==> config.mk <==
export PLATFORM = sky130hd
export DESIGN_NAME = jbe_amp
export DESIGN_NICKNAME = d
export VERILOG_FILES = /design/src/hdl/jbe_pkg.sv /design/src/hdl/jbe_amp.sv
export SDC_FILE = /design/constraint.sdc
export NUM_CORES = 1
export LEC_CHECK = 0
export BUFFER_PORTS_ARGS = -buffer_cell sky130_fd_sc_hd__buf_2
export CORE_MARGIN = 2
export CORE_UTILIZATION = 33
export CTS_BUF_LIST = sky130_fd_sc_hd__clkbuf_8
export DETAILED_ROUTE_END_ITERATION = 6
export GPL_ROUTABILITY_DRIVEN = 0
export GPL_TIMING_DRIVEN = 0
export PLACE_DENSITY_LB_ADDON = 0.15
export SETUP_SLACK_MARGIN = 0.5
export SLEW_MARGIN = 20
export SYNTH_ARGS = -nofsm -noshare
export SYNTH_HDL_FRONTEND = slang
export SYNTH_SLANG_ARGS = --single-unit
==> constraint.sdc <==
create_clock -name i_clk -period 3.8 [get_ports i_clk]
set_input_delay 0.57 -clock i_clk [delete_from_list [all_inputs] [get_ports i_clk]]
set_output_delay 0.57 -clock i_clk [all_outputs]
set_load 0.1 [all_outputs]
==> src/hdl/jbe_pkg.sv <==
// Shared types and constants of the JPEG block entropy encoder.
// No dependencies; every other file in hdl/ but jbe_ram imports this package.
package jbe_pkg;

    localparam int COEF_BITS     = 12;
    localparam int DIFF_BITS     = COEF_BITS + 1;
    localparam int CAT_BITS      = 4;
    localparam int BLOCK_COEFFS  = 64;
    localparam int POS_BITS      = $clog2(BLOCK_COEFFS);
    localparam int TABLE_ENTRIES = 256;
    localparam int TAB_ADDR_BITS = $clog2(TABLE_ENTRIES);
    localparam int CODE_BITS     = 16;
    localparam int LEN_BITS      = 5;
    localparam int ENTRY_BITS    = CODE_BITS + LEN_BITS;
    localparam int RUN_BITS      = POS_BITS;
    localparam int ZRL_CNT_BITS  = RUN_BITS - 4;

    localparam logic [POS_BITS-1:0]      LAST_POS = POS_BITS'(BLOCK_COEFFS - 1);
    localparam logic [TAB_ADDR_BITS-1:0] SYM_EOB  = 8'h00;
    localparam logic [TAB_ADDR_BITS-1:0] SYM_ZRL  = 8'hF0;

    // input kind codes; the fourth code is ignored
    localparam logic [1:0] KIND_COEF    = 2'd0;
    localparam logic [1:0] KIND_LOAD_DC = 2'd1;
    localparam logic [1:0] KIND_LOAD_AC = 2'd2;

    typedef enum logic [2:0] {
        OP_DC,
        OP_AC,
        OP_EOB,
        OP_LOAD_DC,
        OP_LOAD_AC
    } t_op;

    typedef struct packed {
        logic [1:0]                  kind;
        logic signed [COEF_BITS-1:0] coefficient;
        logic [TAB_ADDR_BITS-1:0]    table_index;
        logic [CODE_BITS-1:0]        table_code;
        logic [LEN_BITS-1:0]         table_length;
    } t_in_item;

    typedef struct packed {
        logic [CODE_BITS-1:0] code_bits;
        logic [LEN_BITS-1:0]  code_length;
        logic [COEF_BITS-1:0] extra_bits;
        logic [CAT_BITS-1:0]  extra_length;
        logic                 block_end;
        logic                 last;
    } t_out_item;

    // after the state update: value to code and symbol context
    typedef struct packed {
        t_op                         op;
        logic signed [DIFF_BITS-1:0] value;
        logic [3:0]                  run;
        logic [ZRL_CNT_BITS-1:0]     nzrl;
        logic                        bend;
        logic [TAB_ADDR_BITS-1:0]    index;
        logic [ENTRY_BITS-1:0]       entry;
    } t_s1;

    // after the amplitude coder: table address and amplitude bits
    typedef struct packed {
        t_op                      op;
        logic [TAB_ADDR_BITS-1:0] addr;
        logic [ENTRY_BITS-1:0]    entry;
        logic [COEF_BITS-1:0]     xbits;
        logic [CAT_BITS-1:0]      xlen;
        logic [ZRL_CNT_BITS-1:0]  nzrl;
        logic                     bend;
    } t_s2;

endpackage

==> src/hdl/jbe_amp.sv <==
// Amplitude stage: size category, ones-complement amplitude bits, table address.
// Depends on jbe_pkg.
module jbe_amp import jbe_pkg::*; (
    input  logic i_clk,
    input  logic i_rst_n,
    input  logic i_valid,
    output logic o_ready,
    input  t_s1  i_s1,
    output logic o_valid,
    input  logic i_ready,
    output t_s2  o_s2
);

    logic                      r_valid;
    t_s2                       r_s2;
    t_s2                       n_s2;
    logic                      in_acc;
    logic                      neg;
    logic [COEF_BITS-1:0]      mag;
    logic [CAT_BITS-1:0]       cat;
    logic [COEF_BITS-1:0]      mask;
    logic [DIFF_BITS-1:0]      raw;

    assign o_ready = !r_valid || i_ready;
    assign in_acc  = i_valid && o_ready;

    always_comb begin
        neg = i_s1.value[DIFF_BITS-1];
        mag = neg ? COEF_BITS'(-i_s1.value) : COEF_BITS'(i_s1.value);
        cat = '0;
        for (int i = 0; i < COEF_BITS; i++) begin
            if (mag[i]) begin
                cat = CAT_BITS'(i + 1);
            end
        end
        mask = COEF_BITS'((DIFF_BITS'(1) << cat) - DIFF_BITS'(1));
        raw  = neg ? DIFF_BITS'(i_s1.value - DIFF_BITS'(1)) : DIFF_BITS'(i_s1.value);

        n_s2.op    = i_s1.op;
        n_s2.entry = i_s1.entry;
        n_s2.xbits = raw[COEF_BITS-1:0] & mask;
        n_s2.xlen  = cat;
        n_s2.nzrl  = i_s1.nzrl;
        n_s2.bend  = i_s1.bend;
        unique case (i_s1.op)
            OP_DC:   n_s2.addr = TAB_ADDR_BITS'(cat);
            OP_AC:   n_s2.addr = {i_s1.run, cat};
            OP_EOB:  n_s2.addr = SYM_EOB;
            default: n_s2.addr = i_s1.index;
        endcase
    end

    always_ff @(posedge i_clk) begin
        if (!i_rst_n) begin
            r_valid <= 1'b0;
        end else if (in_acc) begin
            r_valid <= 1'b1;
        end else if (i_ready) begin
            r_valid <= 1'b0;
        end
    end

    always_ff @(posedge i_clk) begin
        if (in_acc) begin
            r_s2 <= n_s2;
        end
    end

    assign o_valid = r_valid;
    assign o_s2    = r_s2;

endmodule

Word-level counts from Yosys, hierarchy flattened. Index checks and enable logic that the tools add are counted.

Word-level logic and storage cells: 37. Output and inout bits: 53. Register bits: 52. Input bits: 56.

Eq/ne operators: 2. Reduce and logical (&&, ||, !) cells: 5. Add/sub/neg operators: 3. Multiplexer cells: 17. Bitwise operators: 1. Shift-type cells: 1.

Operator list (number): 4-bit 2-to-1 mux (11); 12-bit 2-to-1 mux (2); 8-bit case mux with 3 select lines (1); 12-bit by 2-bit subtractor with 12-bit output (second input constant) (2); 12-bit bitwise AND (1); 12-bit negation (1); 1-bit by 4-bit left shift with 12-bit output (first input constant) (1); 3-bit by 1-bit == test with 1-bit output (second input constant) (1); 3-bit by 2-bit == test with 1-bit output (second input constant) (1); 3-bit zero test (1); 1-bit 2-to-1 mux (3); 2-bit nonzero test (1); 1-bit logical AND (1); 1-bit zero test (1); 1-bit logical OR (1).

Longest topological paths before layout.
Depth after elaboration: 17. Depth in mapped cells: 17. Gate-level depth less buffers: 14.

Worst setup path before layout. Ideal clock, no wire load.

Path type: input to register. Start: input port i_s1[36] (netlist bit). End: register r_s2 (netlist bit o_s2[13]) (data pin). Library setup time: 0.174 ns. Cell stages on the path: 15. Arrival: 3.793 ns. Data required time: 3.626 ns. Setup slack: -0.167 ns. Buffers on the path: 3. Path through: buf_2 -> inv_1 -> ha_1 -> buf_2 -> or3b_1 -> nor3_1 -> a32oi_1 -> o2111a_1 -> a21oi_1 -> o21ai_1 -> or4_1 -> ha_1 -> buf_2 -> or3_1 -> a311oi_1.

RTL lines: start, declared (RTL line jbe_amp.sv:8) `input t_s1 i_s1,`; end signal, assigned (RTL line jbe_amp.sv:65) `r_s2 <= n_s2;`; end, declared (RTL line jbe_amp.sv:15) `t_s2 r_s2;`.

==> run summary <==
Hold Crit Start -> i_s1[31]
CP max stage delay -> 550 ps
initial DRC count -> 174
Max FO, Critical Path -> 7
post-synthesis simple-gate area fraction -> 17.80%
die area -> 0.009274 sq mm
antenna cell count -> 0
Die H -> 96.30 um
clock transition at the registers of the reported paths -> 100 ps
slowest CP cell -> or4_4
Port Buf Inserts -> 102
Seq cells post-synth -> 52
Compound-Gate Fraction of Synth Area -> 17.80%
number of synthesized flops with an enable pin -> 51
multiplexer share of the synthesized area -> 0.3560%
Worst EP arrival -> 3570 ps
Netlist Area Pre-Place -> 0.002811 sq mm
launch point of the worst reg-to-reg path -> o_valid
LEAKAGE -> 1.632 nW
Fmax -> 291.9 MHz
most frequent cell after synthesis -> edfxtp_1
fraction of synthesized cell area taken by the top area cell type -> 54.47%
CTS root buf -> clkbuf_8
Final WS setup -> 373.8 ps
Net Sw Frac -> 39.23%
Flop pwr share -> 44.4%
part of the power in the clock network -> 21.1%
fin crit share -> 90.16%
initial antenna violation count -> 0
Layout Cells excl Fill -> 482
P_sw -> 604.5 uW
synthesized net count -> 299
power density over cell area -> 385.9 mW/mm^2
worst vdd ir -> 178.0 uV
R2R setup slack -> 2410 ps
Mapped Cells -> 241
post-synth cell types -> 63
CTS tree -> built
Worst setup EP type -> flop
maximum number of pins on one net before global-route repair -> 52
Die X -> 96.30 um
Via Count -> 2541
wire per inst -> 15.94 um
CP required -> 3940 ps
status -> finished, final reports clean
top cells by area, synth -> edfxtp_1 (54%), a22o_1 (3.4%), nand2_1 (2.9%)
vias in the first global route -> 2235
GRT overflow -> 0
worst slew pin tran -> 664.8 ps
drt pass-1 iters -> 4
WHS Endpoint -> o_s2[2]
crit path cell chain -> buf_12 -> or4_4 -> buf_8 -> nor4_4 -> or4_4 -> a21bo_4 -> a21o_1 -> or4_4 -> ha_4 -> buf_6 -> or3_4 -> a311oi_2
Avg Cell Area, Syn -> 11.67 sq um
share of cells above drive strength 1 -> 48.81%
max-slew violations -> 0
TritonCTS Buffers -> 5
Post-Synth Adder-Cell Area -> 0.8901%
final setup vio count -> 0
placed cell count -> 448
Detail Placement HPWL -> 5508 um
Primary FF master, synth -> edfxtp_1
RSZ-0062 raised after global routing -> yes
Ys Warns -> 0
ys async rst share -> 0%
Comb power frac -> 34.5%
final wirelength -> 7685 um
Fin Clk Skew -> 5.392 ps
ANT nets after route -> 0
main combinational cell family by area after synthesis -> simple AND/OR/NAND/NOR gates
Rel. slew slack -> 55.68%
leading area contributor after synthesis -> edfxtp_1
CTS Hold Bufs -> 0
xor/xnor share of the synthesized area -> 3.427%
post-synthesis sequential area ratio -> 55.18%
Layout Nets -> 434
max cap viols -> 0
Hold Path Depth -> 1
worst min path class -> input port to flop
P&R area growth vs syn -> 42.06%
all-layer global routing usage -> 15.96%
clk_lat worst skew -> 300 ps
Place WS -> -178.0 ps
critical path class -> input port to flop
initial core utilization -> 34.05%
CORE AREA -> 0.008258 sq mm
H-tree depth -> 2
CTS max path bufs -> 2
Top Ports -> 109
crit start category -> input port
first-pass GRT wire length -> 11460 um
num rows -> 33
final hold violations -> 0
number of remaining DRC errors -> 0
commonest cells in the netlist -> edfxtp_1 (51), nand2_1 (22), nor2_1 (13)
clk sinks -> 52
RR Endpoint -> o_s2[15]
worst reg2reg path depth -> 2
cell mode on critical path -> or4_4
clock period minus worst slack -> 3426 ps
internal power -> 936.6 uW
vias per cell -> 5.272
critical path, delay by kind of cell:
family	cells	cell delay, ps
compound gates	3	600
fa+ha+maj	1	180
buf+inv	3	390
simple gates	5	1830
power by group through the flow:
stage	registers (mW)	logic [mW]	clock network, mW
CTS	0.685	0.520	0.342
floorplan	0.964	0.128	0
detailed placement	0.698	0.492	0
global route	0.689	0.556	0.369
global placement	0.698	0.490	0
finish	0.684	0.531	0.326
per-stage QoR:
step / utilization, % / hold WS [ps] / area (sq um) / setup TNS [ps] / power (mW)
after floorplan: - / 668.9 / 2905 / 0 / 1.092
after global placement: 42.95 / 522.2 / 3547 / -366.7 / 1.188
after detailed placement: 42.97 / 524.5 / 3548 / -367.9 / 1.190
after CTS: 47.20 / 420.0 / 3897 / 0 / 1.547
after global routing: 48.36 / 406.7 / 3994 / 0 / 1.614
final: 48.36 / 433.8 / 3994 / 0 / 1.541
cell families after synthesis:
logic type               after synthesis
AO/OA/AOI/OAI                         64
XOR/XNOR                              11
adder cells (fa/ha/maj)                2
buffers and inverters                 27
flip-flops                            52
multiplexers                           1
AND/OR/NAND/NOR                       84
cell usage in the layout (no fill, tap or decap), types with 2 or more instances in the layout:
cell	synthesis	routed
clkbuf_2	0	2
buf_4	0	27
buf_1	3	3
nand3b_1	2	2
or4_4	1	3
xnor2_1	7	7
ha_4	0	2
clkbuf_8	0	5
nor3_1	10	6
a21o_1	3	3
buf_12	0	3
edfxtp_1	51	51
a41o_1	3	3
buf_2	9	104
nand4b_1	2	2
a21oi_1	8	7
a21boi_0	4	3
a22o_1	11	11
nand2_1	22	20
a211oi_2	1	2
nand2_2	0	2
nor2b_1	4	4
a32oi_1	2	2
nand4_1	3	3
o21ai_0	6	5
or3_1	4	3
inv_6	0	2
nor2_1	13	13
nor3_2	0	3
and3_1	2	2
nand3_1	2	2
nor4_4	1	4
nand2b_1	2	2
a311oi_2	0	2
xor2_1	4	3
o31ai_1	5	4
buf_6	2	4
inv_1	10	8
worst max path at each step:
stage	from	to	slack (ps)	cells after the start
global placement	i_s1[36]	o_s2[13]	-200	14
finish	i_s1[36]	o_s2[13]	370	12
detailed placement	i_s1[36]	o_s2[17]	-180	14
floorplan	i_s1[39]	o_s2[17]	120	13
CTS	i_s1[36]	o_s2[13]	360	12
global route	i_s1[36]	o_s2[13]	250	14
state kept, by name, summed over array words and instances, names as in the netlist:
signal	cells
o_s2	51
o_valid	1
per-layer routing:
metal  wire length, um  global-route usage [%]  vias to the layer above
li1                  -                       -                     1202
met1              3221                   20.45                     1195
met2              3567                   26.39                      123
met3               735                   3.915                       21
met4               160                   5.282                        0
met5                 0                       0                        -
area by class of cell:
| cell class | count | area [sq um] |
|---|---|---|
| Sequential cell | 52 | 1551 |
| Inverter | 10 | 47.55 |
| Fill cell | 776 | 4264 |
| Clock inverter | 3 | 27.53 |
| Tap cell | 105 | 131.4 |
| Multi-Input combinational cell | 162 | 1299 |
| Clock buffer | 5 | 68.82 |
| Buffer | 17 | 156.4 |
| Timing Repair Buffer | 128 | 711.9 |
timing repair:
action                                  4_1_cts  5_1_grt
setup buffers                                21        5
cloned                                        0        0
endpoints found under the setup margin        4        4
gates resized for setup                      22       13
pin swaps                                    16        8
(Power assumes the default switching activity.)
