### config.mk
export PLATFORM = sky130hd
export DESIGN_NAME = jbe_front
export DESIGN_NICKNAME = d
export VERILOG_FILES = /design/src/hdl/jbe_pkg.sv /design/src/hdl/jbe_front.sv
export SDC_FILE = /design/constraint.sdc
export NUM_CORES = 1
export LEC_CHECK = 0
export BUFFER_PORTS_ARGS = -buffer_cell sky130_fd_sc_hd__buf_2
export CORE_MARGIN = 5
export CORE_UTILIZATION = 29
export CTS_CLUSTER_SIZE = 40
export DETAILED_ROUTE_END_ITERATION = 10
export SLEW_MARGIN = 40
export SYNTH_ARGS = -nofsm -noshare
export SYNTH_HDL_FRONTEND = slang
export SYNTH_SLANG_ARGS = --single-unit
### constraint.sdc
create_clock -name i_clk -period 2.3 [get_ports i_clk]
set_input_delay 0.46 -clock i_clk [delete_from_list [all_inputs] [get_ports i_clk]]
set_output_delay 0.46 -clock i_clk [all_outputs]
set_load 0.03 [all_outputs]
### src/hdl/jbe_pkg.sv
// Shared types and constants of the JPEG block entropy encoder.
// No dependencies; every other file in hdl/ but jbe_ram imports this package.
package jbe_pkg;

    localparam int COEF_BITS     = 12;
    localparam int DIFF_BITS     = COEF_BITS + 1;
    localparam int CAT_BITS      = 4;
    localparam int BLOCK_COEFFS  = 64;
    localparam int POS_BITS      = $clog2(BLOCK_COEFFS);
    localparam int TABLE_ENTRIES = 256;
    localparam int TAB_ADDR_BITS = $clog2(TABLE_ENTRIES);
    localparam int CODE_BITS     = 16;
    localparam int LEN_BITS      = 5;
    localparam int ENTRY_BITS    = CODE_BITS + LEN_BITS;
    localparam int RUN_BITS      = POS_BITS;
    localparam int ZRL_CNT_BITS  = RUN_BITS - 4;

    localparam logic [POS_BITS-1:0]      LAST_POS = POS_BITS'(BLOCK_COEFFS - 1);
    localparam logic [TAB_ADDR_BITS-1:0] SYM_EOB  = 8'h00;
    localparam logic [TAB_ADDR_BITS-1:0] SYM_ZRL  = 8'hF0;

    // input kind codes; the fourth code is ignored
    localparam logic [1:0] KIND_COEF    = 2'd0;
    localparam logic [1:0] KIND_LOAD_DC = 2'd1;
    localparam logic [1:0] KIND_LOAD_AC = 2'd2;

    typedef enum logic [2:0] {
        OP_DC,
        OP_AC,
        OP_EOB,
        OP_LOAD_DC,
        OP_LOAD_AC
    } t_op;

    typedef struct packed {
        logic [1:0]                  kind;
        logic signed [COEF_BITS-1:0] coefficient;
        logic [TAB_ADDR_BITS-1:0]    table_index;
        logic [CODE_BITS-1:0]        table_code;
        logic [LEN_BITS-1:0]         table_length;
    } t_in_item;

    typedef struct packed {
        logic [CODE_BITS-1:0] code_bits;
        logic [LEN_BITS-1:0]  code_length;
        logic [COEF_BITS-1:0] extra_bits;
        logic [CAT_BITS-1:0]  extra_length;
        logic                 block_end;
        logic                 last;
    } t_out_item;

    // after the state update: value to code and symbol context
    typedef struct packed {
        t_op                         op;
        logic signed [DIFF_BITS-1:0] value;
        logic [3:0]                  run;
        logic [ZRL_CNT_BITS-1:0]     nzrl;
        logic                        bend;
        logic [TAB_ADDR_BITS-1:0]    index;
        logic [ENTRY_BITS-1:0]       entry;
    } t_s1;

    // after the amplitude coder: table address and amplitude bits
    typedef struct packed {
        t_op                      op;
        logic [TAB_ADDR_BITS-1:0] addr;
        logic [ENTRY_BITS-1:0]    entry;
        logic [COEF_BITS-1:0]     xbits;
        logic [CAT_BITS-1:0]      xlen;
        logic [ZRL_CNT_BITS-1:0]  nzrl;
        logic                     bend;
    } t_s2;

endpackage

### src/hdl/jbe_front.sv
// Input stage: block position, zero run and DC predictor; forms the DC difference.
// Depends on jbe_pkg.
module jbe_front import jbe_pkg::*; (
    input  logic     i_clk,
    input  logic     i_rst_n,
    input  logic     i_valid,
    output logic     o_ready,
    input  t_in_item i_item,
    output logic     o_valid,
    input  logic     i_ready,
    output t_s1      o_s1
);

    logic                          r_valid;
    t_s1                           r_s1;
    logic [POS_BITS-1:0]           r_pos;
    logic [RUN_BITS-1:0]           r_run;
    logic signed [COEF_BITS-1:0]   r_pred;

    logic                          n_emit;
    t_s1                           n_s1;
    logic [POS_BITS-1:0]           n_pos;
    logic [RUN_BITS-1:0]           n_run;
    logic signed [COEF_BITS-1:0]   n_pred;
    logic                          in_acc;
    logic                          bend;
    logic signed [DIFF_BITS-1:0]   coef_ext;
    logic signed [DIFF_BITS-1:0]   pred_ext;

    assign o_ready = !r_valid || i_ready;
    assign in_acc  = i_valid && o_ready;
    assign bend    = (r_pos == LAST_POS);

    always_comb begin
        coef_ext   = DIFF_BITS'(i_item.coefficient);
        pred_ext   = DIFF_BITS'(r_pred);
        n_emit     = 1'b0;
        n_pos      = r_pos;
        n_run      = r_run;
        n_pred     = r_pred;
        n_s1.op    = OP_LOAD_DC;
        n_s1.value = '0;
        n_s1.run   = '0;
        n_s1.nzrl  = '0;
        n_s1.bend  = bend;
        n_s1.index = i_item.table_index;
        n_s1.entry = {i_item.table_length, i_item.table_code};
        unique case (i_item.kind)
            KIND_LOAD_DC: begin
                n_emit  = 1'b1;
                n_s1.op = OP_LOAD_DC;
            end
            KIND_LOAD_AC: begin
                n_emit  = 1'b1;
                n_s1.op = OP_LOAD_AC;
            end
            KIND_COEF: begin
                if (r_pos == '0) begin
                    n_emit     = 1'b1;
                    n_s1.op    = OP_DC;
                    n_s1.value = coef_ext - pred_ext;
                    n_pred     = i_item.coefficient;
                end else if (i_item.coefficient == '0) begin
                    // zeros only count; the block's last zero closes with EOB
                    n_emit  = bend;
                    n_s1.op = OP_EOB;
                    n_run   = r_run + 1'b1;
                end else begin
                    n_emit     = 1'b1;
                    n_s1.op    = OP_AC;
                    n_s1.value = coef_ext;
                    n_s1.run   = r_run[3:0];
                    n_s1.nzrl  = r_run[RUN_BITS-1:4];
                    n_run      = '0;
                end
                if (bend) begin
                    n_pos = '0;
                    n_run = '0;
                end else begin
                    n_pos = r_pos + 1'b1;
                end
            end
            default: begin
                n_emit = 1'b0;
            end
        endcase
    end

    always_ff @(posedge i_clk) begin
        if (!i_rst_n) begin
            r_valid <= 1'b0;
            r_pos   <= '0;
            r_run   <= '0;
            r_pred  <= '0;
        end else begin
            if (in_acc) begin
                r_valid <= n_emit;
                r_pos   <= n_pos;
                r_run   <= n_run;
                r_pred  <= n_pred;
            end else if (i_ready) begin
                r_valid <= 1'b0;
            end
        end
    end

    always_ff @(posedge i_clk) begin
        if (in_acc) begin
            r_s1 <= n_s1;
        end
    end

    assign o_valid = r_valid;
    assign o_s1    = r_s1;

endmodule

# Word level (Yosys, flattened, before mapping)
# Cells that the tools add are included.
# classes
addsub	3
n_eq_ne	4
muxes	13
n_bitwise	1
reduce_logical	12
# ops
operator	count
$mux W6	4
$mux W19	1
$mux W16	1
$sub A12 B12 Y13	1
$add A6 B1 Y6 const B	2
$logic_not A12 Y1	1
$eq A6 B6 Y1 const B	1
$logic_not A6 Y1	1
$pmux W3 S2	1
$reduce_and A3 Y1	2
$mux W1	4
$reduce_or A3 Y1	1
$eq A2 B1 Y1 const B	1
$eq A2 B2 Y1 const B	1
$logic_not A2 Y1	1
$mux W2	1
$ne A2 B2 Y1 const B	1
$pmux W1 S2	1
$reduce_and A2 Y1	1
$reduce_bool A2 Y1	1
$reduce_or A2 Y1	1
$logic_and A1 B1 Y1	1
$logic_not A1 Y1	1
$logic_or A1 B1 Y1	1
$not A1 Y1	1
# totals
regBits	77
input_bits	47
out_inout_bits	54
elab_cells	44

# Logic depth before layout (Yosys ltp)
# depth
ltp_word	5
ltp_mapped	9
ltp_nobuf	8

# Worst setup path after synthesis
# OpenSTA, ideal clock, no wires.
# synth_timing
path_kind	input-to-reg
start	input i_ready
end	register r_s1 (netlist bit o_s1[0]), enable pin
setup_time_ps	415
arrival_time_ps	2109
required_ps	1885
path_slack_ps	-224
stages	2
path_buffers	0
path_cell_list	nand2b_1 > and2_1
# synth_between
elab_chain_len	2
# synth_rtl
element	line_no	source
start, declared	jbe_front.sv:10	input logic i_ready,
$logic_or A1 B1 Y1	jbe_front.sv:30	assign o_ready = !r_valid || i_ready;
$logic_and A1 B1 Y1	jbe_front.sv:31	assign in_acc = i_valid && o_ready;
named net in_acc	jbe_front.sv:25	logic in_acc;
end signal, assigned	jbe_front.sv:109	r_s1 <= n_s1;
end, declared	jbe_front.sv:15	t_s1 r_s1;
# The timed path passes the listed nets, and every way through them passes these cells.
# A chain may end at the register's enable or synchronous reset.

# Final worst setup path
# layout_timing
start	register r_pred[0]
end	register r_s1 (netlist bit o_s1[44]), data pin
# layout_between
elab_chain_len	2
# layout_rtl
element	line_no	source
start, declared	jbe_front.sv:18	logic signed [COEF_BITS-1:0] r_pred;
start signal, assigned	jbe_front.sv:100	r_pred <= n_pred;
$sub A12 B12 Y13	jbe_front.sv:61	n_s1.value = coef_ext - pred_ext;
$mux W16	jbe_front.sv:58	if (r_pos == '0) begin
# No other way between the ends.

==> impl_metrics.ini <==
[clock_network]
cts_tree = built
hold_buffers = 0
clock_sinks = 77
cts_resized = 0
clkLatencyLatePin_ns = 0.33
cts_buffers = 9
clk_pin_slew_ns = 0.06
htreeDepth = 3
clockRootBuffer = clkbuf_16
cts_buffer_depth = 2
post_cts_buffers = 0

[layout]
final_cells = 618
area_delta_synth_final_pct = 29.8
final_common_cell = buf_2
nNetsFinal = 508
diodes = 0
multi_input_area_mm2 = 0.00144
register_area_mm2 = 0.00206
most-common-layout-cells = 100 x buf_2, 52 x edfxtp_1, 42 x nand2_1
num-fill-cells = 1242
drive_above_1_share_pct = 33.0
fin_area_mm2 = 0.00477

[setup_path]
max_stage_delay_ns = 0.43
arrival_ns = 2.25
cp_max_fo = 4
cpLargestDelayFamily = compound AO/OA/AOI/OAI gates
end_kind = register
critPathBufInv = 0
r2r_end = o_s1[44]
path_cells = ha_1 -> fa_1 -> nor2b_4 -> o2111a_2 -> o211ai_1 -> nor3b_1 -> o41ai_1
r2r_slack_ns = 0.17
cpMaxStageDelayCell = fa_1
required_ns = 2.42
worstReg2RegStart = r_pred[0]
start_kind = register
ff2ff_path_depth = 7
criticalPathCategory = reg -> reg

[route]
drtAntennaViolNets = 0
drt_pre_antenna_iters = 5
routedWlPerCell_um = 13.4
via_per_inst = 4.46
drt_iter0_markers = 136
route.detailed.drc = 0
vias = 2759
routed_wl_um = 8270

[pwr]
p_clk_share_pct = 43.5
seq_power_share_pct = 42.7
power.switching_mw = 0.896
p_leak_nw = 1.94
p_sw_share_pct = 24.3
internal_power_mw = 2.79
p_comb_share_pct = 13.8
ir_drop_mv = 0.344
power_density_mw_per_mm2 = 773

[yosys]
synth_xor_xnor_area_share_pct = 1.91
syn_nets = 393
ys_warn_count = 0
synthDominantCellAreaShare_pct = 42.5
async_reset_ff_share_pct = 0
syn_inst = 326
ys_types = 59
synth_seq_cells = 77
synth_top_cell_by_area = edfxtp_1
synth-adder-area-share_pct = 7.01
syn_area_mm2 = 0.00368
synth_edf_count = 52
synth_compound_area_share_pct = 13.6
synth_top_family_by_area = simple AND/OR/NAND/NOR gates
ys_top_cells_by_area = edfxtp_1 42%, dfxtp_1 14%, ha_1 6.5%
synth.area.mux_share_pct = 0
synthSimpleGateAreaFrac_pct = 16.4
syn_area_per_cell_um2 = 11.3
ys_seq_area_share_pct = 56.1
synth_ff_type = edfxtp_1

[sta]
period_needed_ns = 2.13
final-max-slew-violation-count = 0
fmax_mhz = 469
final_hold_viol_count = 0
finClkSkew_ns = 0.00566
timing.final.crit_share_pct = 92.8
setup_viol = 0
worst_pin_slew_ns = 0.392
maxSlewHeadroom_pct = 73.8
hold_slack_ns = 0.298
rsz0062_at_grt = false

[placed_design]
io_buffers = 100
postPlaceCellArea_mm2 = 0.00444
gp_congestion = 0.905
place_inst = 602
dpl.hpwl_um = 6390

[floorplan]
core_area_mm2 = 0.0125
rows = 41
die_h_um = 123
die_area_mm2 = 0.0150
start_util_pct = 29.4
ios = 101
die_w_um = 123

[hold_path]
min_to = o_s1[20]
hold_path.startpoint = i_item[4]
hp-class = in -> reg
min_delay_path_depth = 1

[grt]
grt_overflow = 0
antenna_found_initial = 0
grt_usage_pct = 11.0
grt_first_pass_wirelength_um = 12900
grt_start_max_net_pins = 53
grt_pass1_vias = 2707

[flow_run]
cap_violations = 0

[outcome]
status = finished clean
==> registers in the layout, summed over array words and instances (netlist names) <==
register,count
r_run,6
r_pos,6
r_pred,12
o_valid,1
o_s1,52
==> power groups by stage <==
stage	clock network, mW	registers (mW)	logic [mW]
after global placement	0	1.60	0.508
after global routing	1.72	1.58	0.554
after detailed placement	0	1.61	0.513
after floorplan	0	1.73	0.210
final	1.61	1.57	0.509
after CTS	1.65	1.58	0.515
==> cells in the mapped netlist (3+ instances only) <==
library cell  number
nor3_1             4
inv_1             20
or3_1              3
ha_1              19
nor2_1            16
o21ai_1            3
dfxtp_1           25
edfxtp_1          52
a211oi_1           3
nor2b_1            4
a21o_1             4
o21ai_0            8
buf_2              4
and2_1            10
nor4_1             4
a21boi_1          10
a21boi_0           7
and3_1             5
clkbuf_1           4
nand3_1           15
xnor2_1            7
nand2_1           42
a21oi_1           13
==> through the flow <==
stage / setup TNS, ns / setup WS (ns) / util [%] / power [mW]
floorplan: 0 / 0.153 / - / 1.94
global placement: -0.0490 / -0.0317 / 35.4 / 2.11
detailed placement: -0.247 / -0.108 / 35.4 / 2.12
CTS: 0 / 0.159 / 38.1 / 3.74
global route: 0 / 0.0253 / 38.1 / 3.85
finish: 0 / 0.166 / 38.1 / 3.69
==> logic make-up after synthesis <==
logic type / count (synthesis)
and+or+nand+nor: 117
adders and majority gates: 20
buffers and inverters: 34
AOI/OAI and AO/OA: 70
xor gates and xnor gates: 8
DFF: 77
==> how the worst max path moves through the flow <==
stage,start,cells past startpoint,endpoint,slack [ns]
3_3_place_gp,i_item[29],9,o_s1[48],-0.03
6_report,r_pred[0],7,o_s1[44],0.17
5_1_grt,r_pred[0],7,o_s1[44],0.03
4_1_cts,r_pred[0],7,o_s1[44],0.16
2_1_floorplan,i_item[29],8,o_s1[48],0.15
3_5_place_dp,i_item[29],9,o_s1[44],-0.11
==> per-layer routing <==
metal  share of wire [%]  vias up  track usage [%]
met1                  43     1262             13.0
li1                    -     1406                -
met5                   0        -                0
met2                  48       74             18.7
met4                 3.1        0             6.65
met3                 5.7       17             2.07
==> layout make-up <==
class                           count  area share [%]
Clock buffer                        9            4.72
Clock inverter                      7            2.38
Inverter                           20            1.57
Multi-Input combinational cell    215            30.1
Sequential cell                    77            43.2
Tap cell                          172            4.51
Timing Repair Buffer              118            13.6
Power figures use the tool's default switching activity.
